===== src/sv/glos_pkg.sv =====
// Shared constants, types and codes for the grid line-of-sight block.
package glos_pkg;

  // Map geometry
  localparam int GRID_WIDTH  = 64;
  localparam int GRID_HEIGHT = 64;
  localparam int MAP_CELLS   = GRID_WIDTH * GRID_HEIGHT;
  localparam int CELL_AW     = $clog2(MAP_CELLS);

  // Field widths
  localparam int COORD_W = 6;
  localparam int MW_W    = 7;
  // y * map_width + x always fits here
  localparam int LIN_AW  = COORD_W + MW_W + 1;
  // Bresenham error term and its double
  localparam int ERR_W   = 2 * COORD_W + 2;
  localparam int E2_W    = ERR_W + 1;
  // Step count, up to twice the coordinate range
  localparam int STEP_W  = COORD_W + 1;

  localparam logic [MW_W-1:0] MAP_WIDTH_RST = MW_W'(64);

  // Item codes
  typedef enum logic {
    ACT_WRITE = 1'b0,
    ACT_QUERY = 1'b1
  } act_e;

  // Walker sequencer states
  typedef enum logic [1:0] {
    ST_IDLE,
    ST_WALK,
    ST_DRAIN,
    ST_DONE
  } walk_state_e;

  // One map access per cycle: a cell write or a cell read
  typedef struct packed {
    logic               wr_en;
    logic               rd_en;
    logic [COORD_W-1:0] x;
    logic [COORD_W-1:0] y;
    logic               wr_data;
  } map_req_t;

endpackage


===== src/sv/glos_in_if.sv =====
// Input word channel: map writes and line-of-sight queries.
interface glos_in_if;
  import glos_pkg::*;

  logic               valid;
  logic               ready;
  logic               action;
  logic [COORD_W-1:0] from_x;
  logic [COORD_W-1:0] from_y;
  logic [COORD_W-1:0] to_x;
  logic [COORD_W-1:0] to_y;
  logic               blocked;

  modport source (output valid, action, from_x, from_y, to_x, to_y, blocked,
                  input ready);
  modport sink   (input valid, action, from_x, from_y, to_x, to_y, blocked,
                  output ready);
endinterface


===== src/sv/glos_out_if.sv =====
// Result word channel: one visibility bit per query.
interface glos_out_if;
  logic valid;
  logic ready;
  logic has_sight;

  modport source (output valid, has_sight, input ready);
  modport sink   (input valid, has_sight, output ready);
endinterface


===== src/sv/glos_walker.sv =====
// Line walker: takes words, steps the four-connected line and folds map reads.
module glos_walker (
  input  logic               clk_i,
  input  logic               rst_ni,
  glos_in_if.sink            in_i,
  glos_out_if.source         out_o,
  input  logic               clr_busy_i,
  input  logic               rd_blocked_i,
  output glos_pkg::map_req_t req_o
);
  import glos_pkg::*;

  walk_state_e         state_q, state_d;
  logic [COORD_W-1:0]  x_q, y_q;
  logic [COORD_W-1:0]  dx_q, dy_q;
  logic                neg_x_q, neg_y_q;
  logic signed [ERR_W-1:0] err_q;
  logic [STEP_W-1:0]   steps_q;
  logic                clear_q;
  logic                rd_pend_q;
  logic                out_valid_q;
  logic                has_sight_q;

  logic                accept;
  logic                is_query;
  logic                load_out;
  logic [COORD_W-1:0]  dx_in, dy_in;
  logic signed [E2_W-1:0] e2;
  logic signed [E2_W-1:0] neg_dy;
  logic                move_x;
  logic                in_ready;
  logic                at_end;

  assign accept   = in_i.valid && in_ready;
  assign is_query = (act_e'(in_i.action) == ACT_QUERY);
  assign at_end   = (steps_q == '0);

  // Distances from the incoming word
  assign dx_in = (in_i.from_x > in_i.to_x) ? in_i.from_x - in_i.to_x
                                           : in_i.to_x - in_i.from_x;
  assign dy_in = (in_i.from_y > in_i.to_y) ? in_i.from_y - in_i.to_y
                                           : in_i.to_y - in_i.from_y;

  // Step decision: x moves when 2*err > -dy
  assign e2     = {err_q, 1'b0};
  assign neg_dy = -$signed({{(E2_W-COORD_W){1'b0}}, dy_q});
  assign move_x = (e2 > neg_dy);

  // Next state
  always_comb begin
    state_d = state_q;
    case (state_q)
      ST_IDLE: begin
        if (accept && is_query) begin
          state_d = ST_WALK;
        end
      end
      ST_WALK: begin
        if (at_end) begin
          state_d = ST_DRAIN;
        end
      end
      ST_DRAIN: state_d = ST_DONE;
      ST_DONE: begin
        if (load_out) begin
          state_d = ST_IDLE;
        end
      end
      default: state_d = ST_IDLE;
    endcase
  end

  // Outputs: handshake, map requests
  always_comb begin
    in_ready      = 1'b0;
    load_out      = 1'b0;
    req_o.wr_en   = 1'b0;
    req_o.rd_en   = 1'b0;
    req_o.x       = x_q;
    req_o.y       = y_q;
    req_o.wr_data = in_i.blocked;
    case (state_q)
      ST_IDLE: begin
        in_ready    = !clr_busy_i;
        req_o.x     = in_i.from_x;
        req_o.y     = in_i.from_y;
        req_o.wr_en = accept && !is_query;
      end
      ST_WALK:  req_o.rd_en = 1'b1;
      ST_DRAIN: ;
      ST_DONE:  load_out = !out_valid_q || out_o.ready;
      default: ;
    endcase
  end

  assign in_i.ready      = in_ready;
  assign out_o.valid     = out_valid_q;
  assign out_o.has_sight = has_sight_q;

  // Control registers
  always_ff @(posedge clk_i or negedge rst_ni) begin
    if (!rst_ni) begin
      state_q     <= ST_IDLE;
      rd_pend_q   <= 1'b0;
      out_valid_q <= 1'b0;
    end else begin
      state_q   <= state_d;
      rd_pend_q <= req_o.rd_en;
      if (load_out) begin
        out_valid_q <= 1'b1;
      end else if (out_o.ready) begin
        out_valid_q <= 1'b0;
      end
    end
  end

  // Walk datapath
  always_ff @(posedge clk_i) begin
    if (state_q == ST_IDLE && accept && is_query) begin
      x_q     <= in_i.from_x;
      y_q     <= in_i.from_y;
      dx_q    <= dx_in;
      dy_q    <= dy_in;
      neg_x_q <= !(in_i.from_x < in_i.to_x);
      neg_y_q <= !(in_i.from_y < in_i.to_y);
      err_q   <= $signed({{(ERR_W-COORD_W){1'b0}}, dx_in})
               - $signed({{(ERR_W-COORD_W){1'b0}}, dy_in});
      steps_q <= STEP_W'(dx_in) + STEP_W'(dy_in);
      clear_q <= 1'b1;
    end else begin
      if (state_q == ST_WALK && !at_end) begin
        steps_q <= steps_q - STEP_W'(1);
        if (move_x) begin
          err_q <= err_q - $signed({{(ERR_W-COORD_W){1'b0}}, dy_q});
          x_q   <= neg_x_q ? x_q - COORD_W'(1) : x_q + COORD_W'(1);
        end else begin
          err_q <= err_q + $signed({{(ERR_W-COORD_W){1'b0}}, dx_q});
          y_q   <= neg_y_q ? y_q - COORD_W'(1) : y_q + COORD_W'(1);
        end
      end
      // Fold the cell read issued last cycle
      if (rd_pend_q && rd_blocked_i) begin
        clear_q <= 1'b0;
      end
    end
    if (load_out) begin
      has_sight_q <= clear_q;
    end
  end

endmodule

===== src/flat_wrapper.sv =====
// flat-port wrapper written by rule: the top's interface ports become plain ports
module glos_walker_flat import glos_pkg::*;
  (clk_i, rst_ni, clr_busy_i, rd_blocked_i, req_o, in_i_valid, in_i_action, in_i_from_x, in_i_from_y, in_i_to_x, in_i_to_y, in_i_blocked, in_i_ready, out_o_valid, out_o_has_sight, out_o_ready);
  glos_in_if in_i_i ();
  glos_out_if out_o_i ();
  input  logic clk_i;
  input  logic rst_ni;
  input  logic clr_busy_i;
  input  logic rd_blocked_i;
  output glos_pkg::map_req_t req_o;
  input wire logic [$bits(in_i_i.valid)-1:0] in_i_valid;
  input wire logic [$bits(in_i_i.action)-1:0] in_i_action;
  input wire logic [$bits(in_i_i.from_x)-1:0] in_i_from_x;
  input wire logic [$bits(in_i_i.from_y)-1:0] in_i_from_y;
  input wire logic [$bits(in_i_i.to_x)-1:0] in_i_to_x;
  input wire logic [$bits(in_i_i.to_y)-1:0] in_i_to_y;
  input wire logic [$bits(in_i_i.blocked)-1:0] in_i_blocked;
  output wire logic [$bits(in_i_i.ready)-1:0] in_i_ready;
  output wire logic [$bits(out_o_i.valid)-1:0] out_o_valid;
  output wire logic [$bits(out_o_i.has_sight)-1:0] out_o_has_sight;
  input wire logic [$bits(out_o_i.ready)-1:0] out_o_ready;
  assign in_i_i.valid = in_i_valid;
  assign in_i_i.action = in_i_action;
  assign in_i_i.from_x = in_i_from_x;
  assign in_i_i.from_y = in_i_from_y;
  assign in_i_i.to_x = in_i_to_x;
  assign in_i_i.to_y = in_i_to_y;
  assign in_i_i.blocked = in_i_blocked;
  assign in_i_ready = in_i_i.ready;
  assign out_o_valid = out_o_i.valid;
  assign out_o_has_sight = out_o_i.has_sight;
  assign out_o_i.ready = out_o_ready;
  glos_walker u_core (.clk_i(clk_i), .rst_ni(rst_ni), .in_i(in_i_i), .out_o(out_o_i), .clr_busy_i(clr_busy_i), .rd_blocked_i(rd_blocked_i), .req_o(req_o));
endmodule

===== config.mk =====
export PLATFORM = sky130hd
export DESIGN_NAME = glos_walker_flat
export DESIGN_NICKNAME = d
export VERILOG_FILES = /design/src/sv/glos_pkg.sv /design/src/sv/glos_in_if.sv /design/src/sv/glos_out_if.sv /design/src/sv/glos_walker.sv /design/src/flat_wrapper.sv
export SDC_FILE = /design/constraint.sdc
export NUM_CORES = 1
export LEC_CHECK = 0
export BUFFER_PORTS_ARGS = -buffer_cell sky130_fd_sc_hd__buf_2
export CELL_PAD_IN_SITES_DETAIL_PLACEMENT = 1
export CELL_PAD_IN_SITES_GLOBAL_PLACEMENT = 2
export CORE_MARGIN = 4
export CORE_UTILIZATION = 34
export CTS_CLUSTER_SIZE = 28
export DETAILED_ROUTE_END_ITERATION = 10
export PLACE_DENSITY = 0.82
export SLEW_MARGIN = 40
export SYNTH_ARGS = -nofsm -noshare
export SYNTH_HDL_FRONTEND = slang
export SYNTH_SLANG_ARGS = --single-unit

===== constraint.sdc =====
create_clock -name clk_i -period 5.7 [get_ports clk_i]
set_input_delay 0.57 -clock clk_i [delete_from_list [all_inputs] [get_ports clk_i]]
set_output_delay 0.57 -clock clk_i [all_outputs]
set_load 0.01 [all_outputs]

==> results.json, run 1 <==
{
  "outcome": "completed",
  "critPathMostFrequentCell": "ha_1",
  "cts-resized-gates": 0,
  "cp_data_required_time_ns": 5.73,
  "drt-initial-drc-count": 233,
  "max_freq_mhz": 188,
  "grt_pass1_vias": 4830,
  "dpl.hpwl_um": 11700,
  "final_util": 0.394,
  "ys_ff_latch": 53,
  "syn_to_final_growth_pct": 13.0,
  "die_y_um": 133,
  "min_period_ns": 5.31,
  "intPower_uw": 718,
  "coreArea_mm2": 0.0153,
  "final_common_cell": "inv_1",
  "nets": 749,
  "synth_edf_count": 48,
  "row_count": 45,
  "skew_ns": 0.0115,
  "synth.distinct_cells": 62,
  "highest_layer": "met4",
  "ant_nets": 0,
  "tightest_slew_ns": 0.706,
  "maxSlewViolCount": 0,
  "slowest_delay_ns": 0.44,
  "yosysWarnings": 0,
  "met1Wirelength_um": 6470,
  "track_usage": 0.168,
  "power_density_mw_per_mm2": 175,
  "end_kind": "register",
  "p_sw_frac": 0.319,
  "hold_buffers": 0,
  "die_w_um": 133,
  "syn_inst": 590,
  "max-cap-violations": 0,
  "synth_area_mm2": 0.00534,
  "post-route-period-util": 0.931,
  "die-area_mm2": 0.0178,
  "wl_met2_um": 7490,
  "power_switching_uw": 336,
  "synth_flop_cell": "edfxtp_1",
  "final_area_mm2": 0.00603,
  "h-tree-depth": 2,
  "start_util": 0.349,
  "num_antenna_cells": 0,
  "r2r-start": "u_core.dy_q[0]",
  "crit_start": "u_core.dy_q[0]",
  "ys_seq_area_frac": 0.292,
  "drt-pass1-iter-count": 4,
  "wl_um": 14400,
  "arrival_ns": 5.34,
  "fin_total_pwr_uw": 1050,
  "rsz0062_at_grt": "no",
  "cts_tree": "yes",
  "wire_per_inst_um": 16.9,
  "post_synth.cell_area_avg_um2": 9.05,
  "antenna_found_initial": 0,
  "leakagePower_uw": 0.00273,
  "cts_buffers": 5,
  "drc": 0,
  "cts-root-buf": "clkbuf_16",
  "clock_power_share": 0.308,
  "dr_total_vias": 4405,
  "reg2reg_to": "u_core.err_q[13]",
  "post-cts-setup-buffers": 0,
  "pre_cts_ws_ns": 0.109,
  "r2r_slack_ns": 0.39,
  "grt_start_max_net_pins": 47,
  "port_buffers": 47,
  "insertion_delay_ns": 0.31,
  "fin_tns_setup_ns": 0,
  "clockBufferDepth": 2,
  "critPathLaunchType": "register",
  "clkTransAtPathRegs_ns": 0.08,
  "setup-violations-final": 0,
  "layout-drive-gt1-share": 0.166,
  "grt_pass1_wl_um": 24500,
  "syn_nets": 701,
  "route.met3.wl_um": 321,
  "crit_path_cell_trace": "inv_1 > ha_1 > or3b_4 > xnor2_1 > ha_1 > nand3_1 > o21bai_1 > a31oi_1 > o211ai_2 > a21o_4 > buf_4 > nand2_1 > o21ai_0 > ha_1 > nand3_1 > o211ai_1 > a21o_1 > o21ai_0 > a31oi_1 > a41oi_1 > o32ai_4 > o21a_1 > o311ai_0",
  "seqPwrFrac": 0.402,
  "comb_power_share": 0.290,
  "min-delay-path-class": "input port to asynchronous set/reset pin",
  "via_per_inst": 5.18,
  "pin_count": 50,
  "worstSetupPathType": "register to register",
  "gp_congestion": 0.853,
  "hold_viol": 0,
  "reg2regPathDepth": 23,
  "crit_path_max_fanout": 11,
  "worst_slew_margin_rel": 0.530,
  "layout_setup_ws_ns": 0.391,
  "grt-ovfl-total": 0,
  "final_cell_mix": "inv_1, ha_1, nand2_1, edfxtp_1, buf_2",
  "cpMaxStageDelayCell": "edfxtp_1",
  "ir_worst_vdd_mv": 0.107,
  "clock_sinks": 53,
  "place_area_mm2": 0.00585,
  "synthArstFlopShare": 0.0755
}
power by group through the flow:
stage / Combinational [µW] / Sequential [µW] / Clock (µW)
after floorplan: 218 / 433 / 0
after global placement: 292 / 433 / 0
after detailed placement: 307 / 433 / 0
after CTS: 308 / 424 / 336
after global routing: 345 / 424 / 353
final: 305 / 424 / 325
through the flow:
stage	cells	hold WS (ns)
after floorplan	590	0.274
after global placement	842	0.377
after detailed placement	842	0.384
after CTS	850	0.0394
after global routing	850	0.0394
final	850	0.0487
cell type report:
class                      count  area [µm²]
inverter                      70         263
clock buffer                   5         125
multi-input combinational    450        3480
fill                        1853        9280
clock inverter                 3        26.3
tap                          211         264
sequential                    53        1560
timing repair buffer          58         318
how the worst max path moves through the flow:
stage	to	slack (ns)	depth (start not counted)
after floorplan	u_core.err_q[12]	0.36	26
after global placement	u_core.err_q[12]	0.30	24
after detailed placement	u_core.err_q[12]	0.11	24
after CTS	u_core.err_q[12]	0.10	24
after global routing	u_core.err_q[13]	0.0003	22
final	u_core.err_q[13]	0.39	23
routing by layer:
| metal | GRT usage | vias up |
|---|---|---|
| met5 | 0 | - |
| met4 | 0.0291 | 0 |
| met3 | 0.0223 | 8 |
| met2 | 0.312 | 65 |
| met1 | 0.209 | 2155 |
| li1 | - | 2177 |
registers in the layout (all words and copies together) (netlist names), 2 cells and up:
| name | cells |
|---|---|
| u_core.dy_q | 6 |
| u_core.state_q | 2 |
| u_core.dx_q | 6 |
| u_core.x_q | 6 |
| u_core.steps_q | 7 |
| u_core.y_q | 6 |
| u_core.err_q | 14 |
cells in the mapped netlist (7+ instances only):
cell type,count,area share
a21oi_1,45,0.042
o21ai_0,40,0.037
clkbuf_1,13,0.0091
nand3_1,13,0.012
nor2_1,41,0.029
o21bai_1,9,0.013
xnor2_1,33,0.054
ha_1,70,0.16
inv_1,70,0.049
nand2_1,50,0.035
a21o_1,14,0.020
xor2_1,14,0.023
mux2_2,17,0.036
fa_1,9,0.034
edfxtp_1,48,0.27
a31oi_1,7,0.0082
cell families after synthesis:
group	count (synthesis)	share of synthesized area
AO/OA/AOI/OAI	158	0.194
AND/OR/NAND/NOR	139	0.119
buffers and inverters	87	0.0633
adder cells (fa/ha/maj)	81	0.201
flip-flops	53	0.292
XOR/XNOR	48	0.0801
multiplexers	24	0.0499
worst max-delay path: cells and delay by family (launching register included):
family,cells,cell delay [ns]
XOR/XNOR,1,0.17
AND/OR/NAND/NOR,4,0.69
adder cells (fa/ha/maj),3,0.89
buffers and inverters,2,0.28
AO/OA/AOI/OAI,13,2.56
flip-flops,1,0.44
No activity file was read; power rests on OpenSTA's default activity.
==> run 2, diff against run 1 <==
--- a/config.mk
+++ b/config.mk
@@ -13,6 +13,7 @@
 export CTS_CLUSTER_SIZE = 28
 export DETAILED_ROUTE_END_ITERATION = 10
 export PLACE_DENSITY = 0.82
+export RECOVER_POWER = 100
 export SLEW_MARGIN = 40
 export SYNTH_ARGS = -nofsm -noshare
 export SYNTH_HDL_FRONTEND = slang
==> results.json, run 2 (synthesized netlist as in run 1, its figures left out) <==
{
  "grt-ovfl-total": 0,
  "h-tree-depth": 2,
  "cp.depth": 23,
  "start_util": 0.349,
  "critPathMostFrequentCell": "ha_1",
  "clkTransAtPathRegs_ns": 0.08,
  "nets": 749,
  "grt_pass1_vias": 4830,
  "regMostFlops": "u_core.err_q",
  "p_sw_frac": 0.319,
  "antenna_found_initial": 0,
  "cts_buffers": 5,
  "pin_count": 50,
  "post-route-period-util": 0.935,
  "tightest_slew_ns": 2.11,
  "min-delay-path-class": "input port to asynchronous set/reset pin",
  "arrival_ns": 5.36,
  "setup-violations-final": 0,
  "syn_to_final_growth_pct": 12.3,
  "worst_slew_margin_rel": -0.407,
  "final_cell_mix": "inv_1, ha_1, nand2_1, edfxtp_1, a21oi_1",
  "reg.largest.list": "u_core.err_q: 14 flops, u_core.steps_q: 7 flops",
  "clock_sinks": 53,
  "cts-root-buf": "clkbuf_16",
  "maxSlewViolCount": 47,
  "max-cap-violations": 1,
  "power_density_mw_per_mm2": 175,
  "clock_power_share": 0.308,
  "min_period_ns": 5.33,
  "power_switching_uw": 335,
  "dr_total_vias": 4389,
  "worst-path-buf-inv": 2,
  "die_w_um": 133,
  "critPathTopFamily": "compound AO/OA/AOI/OAI gates",
  "track_usage": 0.168,
  "fin_cells": 850,
  "max_freq_mhz": 188,
  "outcome": "finished, violations left",
  "grt_pass1_wl_um": 24500,
  "layout-drive-gt1-share": 0.125,
  "hold_buffers": 0,
  "leakagePower_uw": 0.00267,
  "grt_start_max_net_pins": 47,
  "seqPwrFrac": 0.403,
  "cts-resized-gates": 0,
  "port_buffers": 47,
  "reg2regPathDepth": 23,
  "end_kind": "register",
  "wire_per_inst_um": 16.9,
  "wl_um": 14400,
  "fin_tns_setup_ns": 0,
  "critPathLaunchType": "register",
  "clockBufferDepth": 2,
  "drt-pass1-iter-count": 4,
  "num_antenna_cells": 0,
  "crit_path_max_fanout": 11,
  "cts_tree": "yes",
  "hold_ws_ns": 0.0773,
  "comb_power_share": 0.289,
  "violations": "capacitance limit, slew limit",
  "drc": 0,
  "cpMaxStageDelayCell": "edfxtp_1",
  "rsz0062_at_grt": "no",
  "die-area_mm2": 0.0178,
  "via_per_inst": 5.16,
  "worstSetupPathType": "register to register",
  "insertion_delay_ns": 0.31,
  "ant_nets": 0,
  "coreArea_mm2": 0.0153,
  "dpl.hpwl_um": 11700,
  "die_y_um": 133,
  "hold_viol": 0,
  "intPower_uw": 717,
  "placed_cells": 842,
  "largest_register_ffs": 14,
  "post-cts-setup-buffers": 0,
  "skew_ns": 0.0119,
  "gp_congestion": 0.853,
  "cp_data_required_time_ns": 5.73,
  "ir_worst_vdd_mv": 0.106,
  "slowest_delay_ns": 0.44,
  "row_count": 45,
  "crit_path_cell_trace": "inv_1 > ha_1 > or3b_4 > xnor2_1 > ha_1 > nand3_1 > o21bai_1 > a31oi_1 > o211ai_2 > a21o_4 > buf_4 > nand2_1 > o21ai_0 > ha_1 > nand3_1 > o211ai_1 > a21o_1 > o21ai_0 > a31oi_1 > a41oi_1 > o32ai_4 > o21a_1 > o311ai_0",
  "drt-initial-drc-count": 237
}
-- run 2: power groups by stage --
stage | logic (µW) | clock network (µW) | registers [µW]
6_report | 304 | 324 | 424
5_1_grt | 343 | 353 | 424
4_1_cts | 308 | 336 | 424
3_5_place_dp | 307 | 0 | 433
3_3_place_gp | 292 | 0 | 433
2_1_floorplan | 218 | 0 | 433
-- run 2: worst register-to-register path, delay by kind of cell (launching register included) --
| family | cells | cell delay [ns] |
|---|---|---|
| buffers and inverters | 2 | 0.28 |
| AO/OA/AOI/OAI | 13 | 2.59 |
| flip-flops | 1 | 0.44 |
| adder cells (fa/ha/maj) | 3 | 0.90 |
| XOR/XNOR | 1 | 0.17 |
| AND/OR/NAND/NOR | 4 | 0.69 |
-- run 2: path summary, 6_finish.rpt --
| check | startpoint | to | slack, ns |
|---|---|---|---|
| max reg2reg | u_core.dy_q[0] | u_core.err_q[13] | 0.37 |
| max in group asynchronous | rst_ni | u_core.rd_pend_q | 5.43 |
| min reg2reg | u_core.clear_q | u_core.out_o.has_sight | 0.46 |
| min in group clk_i | u_core.clear_q | u_core.out_o.has_sight | 0.46 |
| min | rst_ni | u_core.state_q[1] | 0.08 |
| max | u_core.dy_q[0] | u_core.err_q[13] | 0.37 |
-- run 2: metal layers --
| metal | track usage | part of all wire | wire, µm |
|---|---|---|---|
| met1 | 0.209 | 0.45 | 6410 |
| met4 | 0.0291 | 0.0091 | 131 |
| met5 | 0 | 0 | 0 |
| met2 | 0.312 | 0.52 | 7470 |
| met3 | 0.0223 | 0.024 | 342 |
-- run 2: layout make-up --
type                       count  area, µm²
timing repair buffer          58        288
clock inverter                 3       26.3
tap                          211        264
inverter                      70        263
clock buffer                   5        125
multi-input combinational    450       3470
fill                        1863       9320
sequential                    53       1560
-- run 2: metrics by stage --
stage | total power (µW) | instance area (µm²) | worst slack (ns) | utilization
global route | 1120 | 6000 | 0.00119 | 0.392
finish | 1050 | 6000 | 0.371 | 0.392
floorplan | 651 | 5340 | 0.360 | -
global placement | 725 | 5850 | 0.301 | 0.382
CTS | 1070 | 6000 | 0.102 | 0.392
detailed placement | 740 | 5850 | 0.109 | 0.382
